===== src/rtl/core/tpe_pkg.sv =====
// ----------------------------------------------------------------------------
// tpe_pkg
// Shared types, constants and tables for the turtle pose engine.
// ----------------------------------------------------------------------------
package tpe_pkg;

	localparam int STACK_DEPTH  = 32;
	localparam int CORDIC_STEPS = 24;
	localparam int STACK_AW     = (STACK_DEPTH > 1) ? $clog2(STACK_DEPTH) : 1;
	localparam int CNT_W        = $clog2(STACK_DEPTH + 1);
	localparam int LIM_W        = (CNT_W > 6) ? CNT_W : 6;
	localparam int STEP_W       = (CORDIC_STEPS > 1) ? $clog2(CORDIC_STEPS) : 1;

	// Angle conversion: one turn is 2 * 180 * 128 units of 1/128 degree.
	localparam int HALF_CIRCLE_DEG = 180;
	localparam int UNITS_PER_TURN  = 2 * HALF_CIRCLE_DEG * 128;
	localparam int TURN_DIV        = UNITS_PER_TURN / 1024;
	localparam longint BAM_Q       = (64'd1 << 22) / TURN_DIV;
	localparam longint BAM_R       = (64'd1 << 22) % TURN_DIV;
	localparam longint BAM_HALF    = (TURN_DIV - 1) / 2;
	localparam longint BAM_RECIP   = ((64'd1 << 28) + TURN_DIV - 1) / TURN_DIV;

	localparam logic signed [33:0] CORDIC_GAIN = 34'sd652032874;

	typedef enum logic [2:0] {
		CMD_DRAW    = 3'd0,
		CMD_MOVE    = 3'd1,
		CMD_LEFT    = 3'd2,
		CMD_RIGHT   = 3'd3,
		CMD_PUSH    = 3'd4,
		CMD_POP     = 3'd5,
		CMD_RESTART = 3'd6,
		CMD_NONE    = 3'd7
	} tpe_cmd_t;

	typedef enum logic [1:0] {
		STS_OK  = 2'd0,
		STS_OVF = 2'd1,
		STS_UNF = 2'd2,
		STS_SAT = 2'd3
	} tpe_status_t;

	typedef enum logic [3:0] {
		ST_IDLE,
		ST_DISPATCH,
		ST_CORDIC,
		ST_PROD,
		ST_LO,
		ST_HI,
		ST_DISP,
		ST_ANG1,
		ST_ANG2,
		ST_DONE
	} tpe_state_t;

	typedef enum logic [2:0] {
		REG_X_SCALE  = 3'd0,
		REG_Y_SCALE  = 3'd1,
		REG_START_X  = 3'd2,
		REG_START_Y  = 3'd3,
		REG_START_H  = 3'd4,
		REG_STK_LIM  = 3'd5
	} tpe_reg_t;

	typedef struct packed {
		logic [31:0] x;
		logic [31:0] y;
		logic [31:0] h;
	} tpe_pose_t;

	typedef struct packed {
		logic               done;
		logic signed [33:0] cos;
		logic signed [33:0] sin;
	} tpe_trig_t;

	// Arctangent of 2^-i in binary-angle units.
	function automatic logic [31:0] atan_lut(input logic [4:0] idx);
		logic [31:0] v;
		unique case (idx)
			5'd0:  v = 32'h20000000;
			5'd1:  v = 32'h12E4051E;
			5'd2:  v = 32'h09FB385B;
			5'd3:  v = 32'h051111D4;
			5'd4:  v = 32'h028B0D43;
			5'd5:  v = 32'h0145D7E1;
			5'd6:  v = 32'h00A2F61E;
			5'd7:  v = 32'h00517C55;
			5'd8:  v = 32'h0028BE53;
			5'd9:  v = 32'h00145F2F;
			5'd10: v = 32'h000A2F98;
			5'd11: v = 32'h000517CC;
			5'd12: v = 32'h00028BE6;
			5'd13: v = 32'h000145F3;
			5'd14: v = 32'h0000A2FA;
			5'd15: v = 32'h0000517D;
			5'd16: v = 32'h000028BE;
			5'd17: v = 32'h0000145F;
			5'd18: v = 32'h00000A30;
			5'd19: v = 32'h00000518;
			5'd20: v = 32'h0000028C;
			5'd21: v = 32'h00000146;
			5'd22: v = 32'h000000A3;
			5'd23: v = 32'h00000051;
			5'd24: v = 32'h00000029;
			5'd25: v = 32'h00000014;
			5'd26: v = 32'h0000000A;
			5'd27: v = 32'h00000005;
			5'd28: v = 32'h00000003;
			5'd29: v = 32'h00000001;
			5'd30: v = 32'h00000001;
			5'd31: v = 32'h00000000;
			default: v = 32'h00000000;
		endcase
		return v;
	endfunction

endpackage


===== src/rtl/core/tpe_angle.sv =====
// ----------------------------------------------------------------------------
// tpe_angle
// Two-stage conversion from 1/128 degree units to a 32-bit binary angle.
// ----------------------------------------------------------------------------
module tpe_angle
	import tpe_pkg::*;
(
	input  logic               clk,
	input  logic signed [16:0] units,
	output logic [31:0]        bam
);

	// The quotient splits into an exact part and a small remainder part that
	// is divided by a reciprocal multiply, exact for the remainder's range.
	logic [16:0] mag;
	logic        neg_s1;
	logic [33:0] base_s1;
	logic [22:0] rem_s1;
	logic [45:0] rprod;
	logic [31:0] q;

	assign mag = units[16] ? 17'(-units) : 17'(units);

	always_ff @(posedge clk) begin
		neg_s1  <= units[16];
		base_s1 <= 34'(mag) * 34'(BAM_Q);
		rem_s1  <= 23'(23'(mag) * 23'(BAM_R) + 23'(BAM_HALF));
	end

	assign rprod = 46'(rem_s1) * 46'(BAM_RECIP);
	assign q     = 32'(base_s1 + 34'(rprod >> 28));

	always_ff @(posedge clk) begin
		bam <= neg_s1 ? (32'd0 - q) : q;
	end

endmodule


===== config.mk =====
export PLATFORM = sky130hd
export DESIGN_NAME = tpe_angle
export DESIGN_NICKNAME = d
export VERILOG_FILES = /design/src/rtl/core/tpe_pkg.sv /design/src/rtl/core/tpe_angle.sv
export SDC_FILE = /design/constraint.sdc
export NUM_CORES = 1
export LEC_CHECK = 0
export BUFFER_PORTS_ARGS = -buffer_cell sky130_fd_sc_hd__buf_2
export CAP_MARGIN = 20
export CORE_ASPECT_RATIO = 1.4
export CORE_MARGIN = 4
export CORE_UTILIZATION = 45
export DETAILED_ROUTE_END_ITERATION = 12
export GPL_ROUTABILITY_DRIVEN = 0
export PLACE_DENSITY = 0.59
export SKIP_LAST_GASP = 1
export SYNTH_ARGS = -nofsm -noshare
export SYNTH_HDL_FRONTEND = slang
export SYNTH_SLANG_ARGS = --single-unit

===== constraint.sdc =====
create_clock -name clk -period 10.6 [get_ports clk]
set_clock_uncertainty 0.15 [all_clocks]
set_input_delay 0.53 -clock clk [delete_from_list [all_inputs] [get_ports clk]]
set_output_delay 0.53 -clock clk [all_outputs]
set_load 0.02 [all_outputs]

* Word-level counts from Yosys, hierarchy flattened
Cells that the tools add are included.
Operators by class: $mul 3, $add $sub $neg 4, multiplexer cells 2
Operators by type and width (number):
- 23-bit by 23-bit multiplier with 46-bit output (second input constant) | 1
- 32-bit by 18-bit adder with 32-bit output | 1
- 32-bit two-way mux | 1
- 1-bit by 32-bit subtractor with 32-bit output (first input constant) | 1
- 17-bit by 16-bit multiplier with 31-bit output (second input constant) | 1
- 23-bit by 5-bit adder with 23-bit output (second input constant) | 1
- 17-bit by 5-bit multiplier with 22-bit output (second input constant) | 1
- 17-bit two-way mux | 1
- 17-bit negation | 1
Word-level totals: output and inout port bits 32, bits of input ports 18, word-level logic and storage cells 13, flip-flop bits (word level) 87

* Depth between registers and ports, before layout
Gate-level depths: netlist of the first run.
depth in word-level cells 4, mapped depth 37, depth with buffers taken out 35

* Worst setup path after synthesis of the first run
OpenSTA, ideal clock, no wires.
kind flip-flop to flip-flop, from reg rem_s1[6], to reg bam[28], data arrival time 8.796 ns, period minus slack after synthesis 9.069 ns, buffers on the path 2, setup slack 1.531 ns, setup time 0.123 ns, data required time 10.327 ns, stages on the path, launching flop included 35, cells stage by stage dfxtp_1 -> ha_1 -> xor2_1 -> ha_1 -> nand2b_1 -> fa_1 -> inv_1 -> fa_1 -> inv_1 -> fa_1 -> inv_1 -> fa_1 -> inv_1 -> ha_1 -> ha_1 -> a21o_1 -> a21o_1 -> a21oi_1 -> o21ai_0 -> a221oi_1 -> a21oi_1 -> a21o_1 -> xor2_1 -> ha_1 -> buf_6 -> a21o_1 -> or2_2 -> or3b_1 -> o21ai_0 -> xnor2_1 -> or4_4 -> or4_1 -> buf_2 -> o41a_1 -> xnor2_1
Between the ends: cells in the longest elaborated chain, start to end 4
Ends and longest elaborated chain:
- start, declared | RTL line tpe_angle.sv:18 | logic [22:0] rem_s1;
- start signal, assigned | RTL line tpe_angle.sv:27 | rem_s1 <= 23'(23'(mag) * 23'(BAM_R) + 23'(BAM_HALF));
- 23-bit by 23-bit multiplier with 46-bit output * | RTL line tpe_angle.sv:30 | assign rprod = 46'(rem_s1) * 46'(BAM_RECIP);
- 32-bit by 18-bit adder with 32-bit output * | RTL line tpe_angle.sv:31 | assign q = 32'(base_s1 + 34'(rprod >> 28));
- 1-bit by 32-bit subtractor with 32-bit output | RTL line tpe_angle.sv:34 | bam <= neg_s1 ? (32'd0 - q) : q;
- 32-bit two-way mux * | RTL line tpe_angle.sv:34
- end signal, assigned | RTL line tpe_angle.sv:34
- end, declared | RTL line tpe_angle.sv:10 | output logic [31:0] bam
Mark *: on every way between the ends. The rest lies on a longest branch, timed or not.

* Worst setup path in the final report of the first run
from reg rem_s1[5], to reg bam[28]
The elaborated chain is that of the path after synthesis.

==> results.md, run 1 <==
* WL final at 41900 um
* Chip Height at 240 um
* Post-Synthesis Mean Instance Area at 9.42 sq um
* Worst-path clk slew at 70 ps
* Post-detail-place hpwl at 37100 um
* CP arrival at 10130 ps
* Startpoint types: flip-flop
* CTS root buffer: clkbuf_16
* Status: complete, no violations
* First-pass GRT wire length at 68700 um
* Drt wl/cell at 17.8 um
* Num CTS Buffers at 9
* Area grow syn2layout at 6.26%
* CP max-delay cell: or4_1
* Critical Path Fanout Max at 9
* Post-route DRC violation count at 0
* Final setup fails at 0
* RSZ-0062 raised after global routing: false
* Yosys Warn Count at 0
* Post-synthesis sequential area ratio at 0.0997
* CTS HTree Levels at 3
* Tcrit/Tclk final at 0.947
* Antenna cells at 0
* Synthesis-stage register bit count at 86
* Final hold vios at 0
* Post-synthesis cell area at 17300 sq um
* Initial antenna violation count at 0
* Standard-cell rows at 84
* Number of global-route vias before repair at 13.6k
* Synth unique cells at 76
* Area leader, netlist: ha_1
* Hold Crit Class: input pin to flip-flop
* Drt via density at 5.30
* Buffers on Ports at 49
* Cell mode on critical path: ha_1
* CTS Buffer Depth at 2
* Critical path endpoint category: flip-flop
* Slew @ Worst Pin at 1010 ps
* CTS tree: yes
* Pre-Repair DR Iteration Count at 5
* Die boundary width at 174 um
* Clock sink total at 86
* FILL cells at 3622
* Hold_ws at 309 ps
* DR iter-0 viols at 498
* GRT Util Overall at 0.205
* # IOs at 50
* Fin Setup TNS at 0 ps
* Critical Path Max Stage Delay at 610 ps
* Final Non-Filler Cells at 2354
* Via count at 12.5k
* Slew headroom at 0.321
* Remaining Overflow, GRT at 0
* Setup Crit Path Kind: flip-flop to flip-flop
* Worst endpoint required time at 10690 ps
* Max Cap Viol at 0
* Post-synth ARST share at 0
* Die area at 41600 sq um
* Worst skew pair latency at 360 ps
* Syn_nets at 2435
* Tmin final at 10040 ps
* EDFF count, synth at 0
* Top cell type's share of synthesized area at 0.264
* Layout cells sized above 1 at 0.0574
* DRT antenna net count at 0
* Main flop type after synthesis: dfxtp_1
* Top cells by area, synth: ha_1 26%, fa_1 25%, dfxtp_1 10%
* Placed insts at 2338
* CORE AREA at 37700 sq um
* Nets@finish at 2477
* Initial core utilization at 0.458
* F_max at 0.0996 GHz
* Max-slew violation count at 0
* Instance count of the mapped netlist at 1834
* Largest net degree at the start of global routing at 32
## worst paths after layout
path | from | to | slack, ps | depth (start not counted)
worst max-delay path | rem_s1[5]$_DFF_P_ | bam[28]$_DFF_P_ | 560 | 29
worst min register to register | base_s1[21]$_DFF_P_ | bam[21]$_DFF_P_ | 470 | 2
worst max register to register | rem_s1[5]$_DFF_P_ | bam[28]$_DFF_P_ | 560 | 29
worst min-delay path | units[0] | base_s1[1]$_DFF_P_ | 310 | 1
## synth_stat cells, types with 6 or more instances
library cell	number
a21o_1	39
o21ai_0	54
nand3_1	32
and2_1	15
a31oi_1	9
a221oi_1	6
nand2_1	69
or3_1	9
nor2_1	54
and3_1	15
ha_1	364
o21a_1	16
o21bai_1	6
nand4_1	13
dfxtp_1	86
nand2b_1	10
inv_1	382
o211ai_1	11
clkbuf_1	15
fa_1	219
a211oi_1	14
nor2b_1	10
xnor2_1	106
xor2_1	73
nor3_1	23
a31o_2	6
o31ai_1	15
a21oi_1	66
## cells in the final DEF, fill, tap and decap left out, types with 6 or more instances in the layout
cell and n:
clkbuf_16 9, ha_1 364, nand2_1 69, a211oi_1 14, dfxtp_1 86, and2_1 15, a21o_1 39, buf_4 9
o21a_1 16, nor2b_1 10, a21oi_1 66, o21ai_0 54, nand4_1 13, nor3_1 23, or3_1 9, xnor2_1 106
fa_1 219, xor2_1 73, o21bai_1 6, nand3_1 32, a31o_2 6, nand2b_1 10, a31oi_1 9, buf_2 49
nor2_1 54, inv_1 382, o31ai_1 15, and3_1 15, o211ai_1 11
## layer usage
layer  global-route usage  wire length [um]  vias up
li1                     -                 -     6135
met1                0.228             16300     6052
met4               0.0958              2120        0
met3               0.0161               789       83
met2                0.394             22700      212
met5                    0                 0        -
## state kept, by name (all words and copies together), names as in the netlist
register,count
base_s1,31
rem_s1,22
bam,32
neg_s1,1
## cell families (layout without fill, tap and decap cells)
family / after synthesis / in the layout / share of synthesized area
AO/OA/AOI/OAI: 287 / 287 / 0.113
XOR/XNOR: 180 / 180 / 0.0917
adder cells (fa/ha/maj): 583 / 583 / 0.517
buffers and inverters: 409 / 456 / 0.0910
flip-flops: 86 / 86 / 0.0997
AND/OR/NAND/NOR: 289 / 289 / 0.0871
## cell type report
cell class | count | area [sq um] | share of cell area
multi-input combinational | 1339 | 14000 | 0.762
sequential | 86 | 1720 | 0.0938
inverter | 382 | 1430 | 0.0781
tap | 473 | 592 | 0.0322
timing repair buffer | 58 | 313 | 0.0170
clock buffer | 9 | 225 | 0.0123
clock inverter | 7 | 78.8 | 0.00429
## what timing repair did
action	4_1_cts	5_1_grt
hold buffers	0	0
endpoints found under the hold margin	0	0
buffers inserted	0	0
setup endpoints to repair	0	7
resized for setup	0	1
## through the flow
stage | instance area, sq um | utilization | worst slack, ps
3_3_place_gp | 18000 | 0.478 | 569
3_5_place_dp | 18000 | 0.478 | 480
4_1_cts | 18400 | 0.486 | 421
6_report | 18400 | 0.487 | 558
2_1_floorplan | 17300 | - | 1530
5_1_grt | 18400 | 0.487 | 137
## critical path: cells and delay by family (launching register included)
family / cells / cell delay [ps]
AO/OA/AOI/OAI: 12 / 3560
XOR/XNOR: 3 / 680
adder cells (fa/ha/maj): 8 / 3030
buffers and inverters: 2 / 90
flip-flops: 1 / 530
AND/OR/NAND/NOR: 4 / 1890
Power of run 1 is not shown: default switching activity piles up to over one toggle a cycle in this logic, so the estimate is an artifact.
==> inputs of run 2 (changes only) <==
--- a/config.mk
+++ b/config.mk
@@ -5,14 +5,14 @@
 export SDC_FILE = /design/constraint.sdc
 export NUM_CORES = 1
 export LEC_CHECK = 0
-export BUFFER_PORTS_ARGS = -buffer_cell sky130_fd_sc_hd__buf_2
 export CAP_MARGIN = 20
 export CORE_ASPECT_RATIO = 1.4
 export CORE_MARGIN = 4
 export CORE_UTILIZATION = 45
 export DETAILED_ROUTE_END_ITERATION = 12
+export DONT_BUFFER_PORTS = 1
 export GPL_ROUTABILITY_DRIVEN = 0
-export PLACE_DENSITY = 0.59
+export PLACE_DENSITY = 0.58
 export SKIP_LAST_GASP = 1
 export SYNTH_ARGS = -nofsm -noshare
 export SYNTH_HDL_FRONTEND = slang
==> constraint.sdc (replaced) <==
create_clock -name clk -period 11.12 [get_ports clk]
set_clock_uncertainty 0.15 [all_clocks]
set_input_delay 0.556 -clock clk [delete_from_list [all_inputs] [get_ports clk]]
set_output_delay 0.556 -clock clk [all_outputs]
set_load 0.02 [all_outputs]
==> run 2 against run 1 <==
Compared with the run above: die area unchanged; maximum frequency is 1.2% lower; final area shrank 1.3%; critical path type unchanged; sequential share of layout area is 0.13 points higher; via count fell by 2.0%; highest routed layer unchanged; global-route usage grew 0.40 points; critical path depth is 1 higher; non-clock buffer count down 51.
==> results.md, run 2 (same netlist as run 1, synthesis figures left out) <==
* Tmin final at 10160 ps (was 10040 ps)
* DR iter-0 viols at 453 (was 498)
* Nets@finish at 2426 (was 2477)
* F_max at 0.0984 GHz (was 0.0996 GHz)
* Remaining Overflow, GRT at 0 (unchanged)
* CP max-delay cell: a221oi_1 (was or4_1)
* First-pass GRT wire length at 69200 um (was 68700 um)
* Tcrit/Tclk final at 0.914 (was 0.947)
* Critical Path Fanout Max at 9 (unchanged)
* Cell mode on critical path: ha_1 (unchanged)
* FILL cells at 3603 (was 3622)
* Startpoint types: flip-flop (unchanged)
* Worst skew pair latency at 350 ps (was 360 ps)
* # IOs at 50 (unchanged)
* Slew @ Worst Pin at 1020 ps (was 1010 ps)
* CTS root buffer: clkbuf_16 (unchanged)
* Die area at 41600 sq um (unchanged)
* Chip Height at 240 um (unchanged)
* Initial antenna violation count at 0 (unchanged)
* Slew headroom at 0.315 (was 0.321)
* Max FFs per register at 32 (unchanged)
* Most frequent cells in the layout: 382 x inv_1, 364 x ha_1, 219 x fa_1, 106 x xnor2_1, 86 x dfxtp_1 (unchanged)
* Max-slew violation count at 0 (unchanged)
* Status: complete, no violations (unchanged)
* Initial core utilization at 0.458 (unchanged)
* CTS HTree Levels at 3 (unchanged)
* Area grow syn2layout at 4.86% (was 6.26%)
* Hold Crit Class: input pin to flip-flop (unchanged)
* Pre-Repair DR Iteration Count at 4 (was 5)
* CORE AREA at 37700 sq um (unchanged)
* Standard-cell rows at 84 (unchanged)
* Clock sink total at 86 (unchanged)
* Most common cell after layout, fill and taps aside: inv_1 (unchanged)
* Final setup fails at 0 (unchanged)
* Layout cells sized above 1 at 0.0306 (was 0.0574)
* Post-detail-place hpwl at 37700 um (was 37100 um)
* Biggest regs: bam: 32 flops, base_s1: 31 flops, rem_s1: 22 flops (unchanged)
* Post-route DRC violation count at 0 (unchanged)
* Worst-path clk slew at 70 ps (about the same)
* Reg with most FFs: bam (unchanged)
* Antenna cells at 0 (unchanged)
* CTS tree: yes (unchanged)
* Number of gates resized after cts at 0 (unchanged)
* Via count at 12.2k (was 12.5k)
* Critical path endpoint category: flip-flop (unchanged)
* CP arrival at 10240 ps (was 10130 ps)
* Die boundary width at 174 um (unchanged)
* CTS Buffer Depth at 2 (unchanged)
* Final hold vios at 0 (unchanged)
* Worst endpoint required time at 11200 ps (was 10690 ps)
* Cts hold-fix bufs at 0 (unchanged)
* GRT Util Overall at 0.209 (was 0.205)
* Setup Crit Path Kind: flip-flop to flip-flop (unchanged)
* Number of global-route vias before repair at 13.3k (was 13.6k)
* Fin Setup TNS at 0 ps (unchanged)
* RSZ-0062 raised after global routing: false (unchanged)
* Drt via density at 5.31 (was 5.30)
* Num CTS Buffers at 9 (unchanged)
* Critical Path Max Stage Delay at 750 ps (was 610 ps)
* WL final at 42100 um (was 41900 um)
* Largest net degree at the start of global routing at 32 (unchanged)
* DRT antenna net count at 0 (unchanged)
* Drt wl/cell at 18.3 um (was 17.8 um)
* Buffers on Ports at 0 (was 49)
* Max Cap Viol at 0 (unchanged)
* Postcts setup bufs at 0 (unchanged)
## run 2: path summary, 6_finish.rpt
check	startpoint	slack, ps	to	depth (start not counted)
worst max register to register	rem_s1[2]$_DFF_P_	960	bam[28]$_DFF_P_	30
worst min-delay path	units[16]	80	neg_s1$_DFF_P_	0
worst min register to register	base_s1[21]$_DFF_P_	480	bam[21]$_DFF_P_	2
worst max-delay path	rem_s1[2]$_DFF_P_	960	bam[28]$_DFF_P_	30
## run 2: area by class of cell
class	count	area, sq um	share of cell area
clock buffers	9	225	0.0124
flip-flops and latches	86	1720	0.0950
inverters	382	1430	0.0792
repair buffers	7	52.6	0.00290
clock inverters	7	103	0.00566
well taps	473	592	0.0327
multi-input cells	1339	14000	0.772
## run 2: worst max-delay path: cells and delay by family, from the launching register on
kind	cells	cell delay (ps)
fa+ha+maj	9	3600
compound gates	10	2730
flops	1	490
simple gates	5	2270
buf+inv	2	140
xor+xnor	4	640
## run 2: routing by layer
layer,wire length [um],GRT usage,vias to the layer above
li1,-,-,6049
met1,16000,0.230,5922
met2,23300,0.405,176
met3,640,0.0166,91
met4,2120,0.0970,0
met5,0,0,-
## run 2: through the flow
stage | cell area, sq um | hold slack [ps] | utilization | setup slack [ps] | std cells
floorplan | 17300 | 385 | - | 2050 | 1834
global placement | 17800 | 437 | 0.471 | 1070 | 2287
detailed placement | 17800 | 437 | 0.471 | 975 | 2287
CTS | 18100 | 56.0 | 0.480 | 911 | 2303
global route | 18100 | 54.0 | 0.480 | 360 | 2303
finish | 18100 | 80.3 | 0.480 | 960 | 2303
Power of run 2 is left out for the same reason.
==> inputs of run 3 (changes only) <==
--- a/config.mk
+++ b/config.mk
@@ -5,6 +5,7 @@
 export SDC_FILE = /design/constraint.sdc
 export NUM_CORES = 1
 export LEC_CHECK = 0
+export ABC_AREA = 1
 export CAP_MARGIN = 20
 export CORE_ASPECT_RATIO = 1.4
 export CORE_MARGIN = 4
==> run 3 against run 2 <==
Compared with the run above: register-to-register slack better by 1300 ps; synthesized cell count up 35%; maximum frequency is 14% higher; cell count grew 32%; largest cell class unchanged.
==> results.md, run 3 <==
* Startpoint types: flip-flop (unchanged)
* CTS tree: yes (unchanged)
* Layout cells sized above 1 at 0.0524 (was 0.0306)
* Via count at 15.5k (was 12.2k)
* Buffers on Ports at 0 (unchanged)
* Main flop type after synthesis: dfxtp_1 (unchanged)
* Crit path from: rem_s1[6]$_DFF_P_ (was rem_s1[2]$_DFF_P_)
* Initial antenna violation count at 0 (unchanged)
* Most frequent cells in the layout: 588 x inv_1, 461 x nand2_1, 364 x ha_1, 219 x fa_1, 137 x nor2_1 (was 382 x inv_1, 364 x ha_1, 219 x fa_1, 106 x xnor2_1, 86 x dfxtp_1)
* Count leader, synth: inv_1 (unchanged)
* Tmin final at 8910 ps (was 10160 ps)
* Number of cells on the critical path at 45 (was 30)
* Remaining Overflow, GRT at 0 (unchanged)
* CP max-delay cell: dfxtp_1 (was a221oi_1)
* Die boundary width at 183 um (was 174 um)
* CP arrival at 9020 ps (was 10240 ps)
* Setup Crit Path Kind: flip-flop to flip-flop (unchanged)
* Critical path endpoint category: flip-flop (unchanged)
* Standard-cell rows at 89 (was 84)
* RSZ-0062 raised after global routing: false (unchanged)
* Reg with most FFs: bam (unchanged)
* Fin Setup TNS at 0 ps (unchanged)
* Critical Path Max Stage Delay at 600 ps (was 750 ps)
* Yosys Warn Count at 0 (unchanged)
* Synth cell count leaders: 588 x inv_1, 461 x nand2_1, 364 x ha_1 (was 382 x inv_1, 364 x ha_1, 219 x fa_1)
* Worst skew pair latency at 360 ps (was 350 ps)
* Antenna cells at 0 (unchanged)
* Post-Synthesis Mean Instance Area at 7.74 sq um (was 9.42 sq um)
* Post-synth ARST share at 0 (unchanged)
* Hold_ws at 74.6 ps (was 80.3 ps)
* Clock sink total at 86 (unchanged)
* DR iter-0 viols at 672 (was 453)
* Final hold vios at 0 (unchanged)
* CORE AREA at 42200 sq um (was 37700 sq um)
* Reg2reg setup slack at 2210 ps (was 960 ps)
* Max-slew violation count at 0 (unchanged)
* Cts hold-fix bufs at 0 (unchanged)
* Largest net degree at the start of global routing at 30 (was 32)
* Worst endpoint required time at 11240 ps (was 11200 ps)
* Storage cell area at 1720 sq um (unchanged)
* Top cell type's share of synthesized area at 0.237 (was 0.264)
* Setup WS pre-CTS at 2260 ps (was 975 ps)
* Area grow syn2layout at 5.23% (was 4.86%)
* Number of gates resized after cts at 0 (unchanged)
* Worst-path clk slew at 70 ps (about the same)
* Instance count of the mapped netlist at 2482 (was 1834)
* Chip Height at 253 um (was 240 um)
* Top cells by area, synth: ha_1 24%, fa_1 23%, inv_1 11% (was ha_1 26%, fa_1 25%, dfxtp_1 10%)
* Worst r2r path cells at 45 (was 30)
* Drt via density at 5.09 (was 5.31)
* Worst reg2reg endpoint: bam[28]$_DFF_P_ (unchanged)
* CTS Buffer Depth at 2 (unchanged)
* Fin worst setup slack at 2210 ps (was 960 ps)
* Critical Path Fanout Max at 7 (was 9)
* Post-route DRC violation count at 0 (unchanged)
* CTS root buffer: clkbuf_16 (unchanged)
* Top delay family on crit path: adder cells (unchanged)
* F_max at 0.112 GHz (was 0.0984 GHz)
* Pre-Repair DR Iteration Count at 6 (was 4)
* Initial core utilization at 0.455 (was 0.458)
* FF-to-FF Start: rem_s1[6]$_DFF_P_ (was rem_s1[2]$_DFF_P_)
* Number of global-route vias before repair at 16.8k (was 13.3k)
* DRT antenna net count at 0 (unchanged)
* Die area at 46100 sq um (was 41600 sq um)
* CTS HTree Levels at 3 (unchanged)
* Post-synthesis sequential area ratio at 0.0896 (was 0.0997)
* Num CTS Buffers at 9 (unchanged)
* Syn_nets at 3083 (was 2435)
* Synthesis-stage register bit count at 86 (unchanged)
* Hold Crit Class: input pin to flip-flop (unchanged)
* Post-detail-place hpwl at 45800 um (was 37700 um)
* Postcts setup bufs at 0 (unchanged)
* Worst Setup EP: bam[28]$_DFF_P_ (unchanged)
* Most common cell after layout, fill and taps aside: inv_1 (unchanged)
* Fin util at 0.479 (was 0.480)
* WL final at 50800 um (was 42100 um)
* GRT Util Overall at 0.227 (was 0.209)
* Status: complete, no violations (unchanged)
* Max Cap Viol at 0 (unchanged)
* Slew @ Worst Pin at 881 ps (was 1020 ps)
* Slew headroom at 0.411 (was 0.315)
* Final setup fails at 0 (unchanged)
* Cell mode on critical path: nand2_1 (was ha_1)
* Tcrit/Tclk final at 0.801 (was 0.914)
* Crit path buffers/inverters at 9 (was 2)
* Nets@finish at 3096 (was 2426)
* Drt wl/cell at 16.7 um (was 18.3 um)
* Biggest regs: bam: 32 flops, base_s1: 31 flops, rem_s1: 22 flops (unchanged)
* Area leader, netlist: ha_1 (unchanged)
* Multi-input gate area at 15200 sq um (was 14000 sq um)
* # IOs at 50 (unchanged)
* Synth unique cells at 53 (was 76)
* EDFF count, synth at 0 (unchanged)
* First-pass GRT wire length at 83900 um (was 69200 um)
* Max FFs per register at 32 (unchanged)
* FILL cells at 4278 (was 3603)
* Post-synthesis cell area at 19200 sq um (was 17300 sq um)
[run 3: cell count changes in the layout (fill, tap and decap cells not counted), sizes merged, moves of 20 or more]
cell / before / now
inv: 385 / 605
nand4: 13 / 33
xnor2: 106 / 47
nand2: 69 / 502
nand3: 32 / 92
xor2: 74 / 96
a21oi: 67 / 111
nor2: 54 / 163
a21o: 40 / 14
[run 3: cells by family (layout without fill, tap and decap cells)]
logic type | count (synthesis) | after routing | share of synthesized area
fa+ha+maj | 583 | 583 | 0.465
buf+inv | 614 | 632 | 0.120
flops | 86 | 86 | 0.0896
simple gates | 833 | 833 | 0.194
xor+xnor | 143 | 143 | 0.0660
compound gates | 223 | 223 | 0.0650
[run 3: how the worst min path moves through the flow]
stage                             start            endpoint  slack, ps  cells after the start
floorplan           base_s1[24]$_DFF_P_     bam[24]$_DFF_P_        400                      4
global placement               units[0]  base_s1[1]$_DFF_P_        440                      0
detailed placement             units[0]  base_s1[1]$_DFF_P_        440                      0
CTS                           units[16]      neg_s1$_DFF_P_         60                      0
global route                  units[16]      neg_s1$_DFF_P_         60                      0
finish                        units[16]      neg_s1$_DFF_P_         70                      0
[run 3: stage by stage]
step,area [sq um],cells
floorplan,19200,2482
global placement,19900,3030
detailed placement,19900,3030
CTS,20200,3046
global route,20200,3046
finish,20200,3046
[run 3: layout make-up]
cell class	count	share of cell area
sequential	86	0.0851
clock buffer	9	0.0111
multi-input combinational	1782	0.751
timing repair buffer	8	0.00297
tap	546	0.0338
inverter	608	0.113
clock inverter	7	0.00340
[run 3: worst register-to-register path: cells and delay by family (launching register included)]
| family | cells | cell delay [ps] |
|---|---|---|
| AO/OA/AOI/OAI | 3 | 710 |
| buffers and inverters | 9 | 560 |
| XOR/XNOR | 2 | 740 |
| AND/OR/NAND/NOR | 22 | 2280 |
| adder cells (fa/ha/maj) | 9 | 3740 |
| flip-flops | 1 | 600 |
[run 3: routing by layer]
metal  GRT usage  wire length, um  up-vias
met3      0.0183             1200      130
met2       0.442            27400      317
li1            -                -     7720
met5           0                0        -
met1       0.247            19600     7347
met4       0.103             2570        0
Power of run 3 is left out for the same reason.
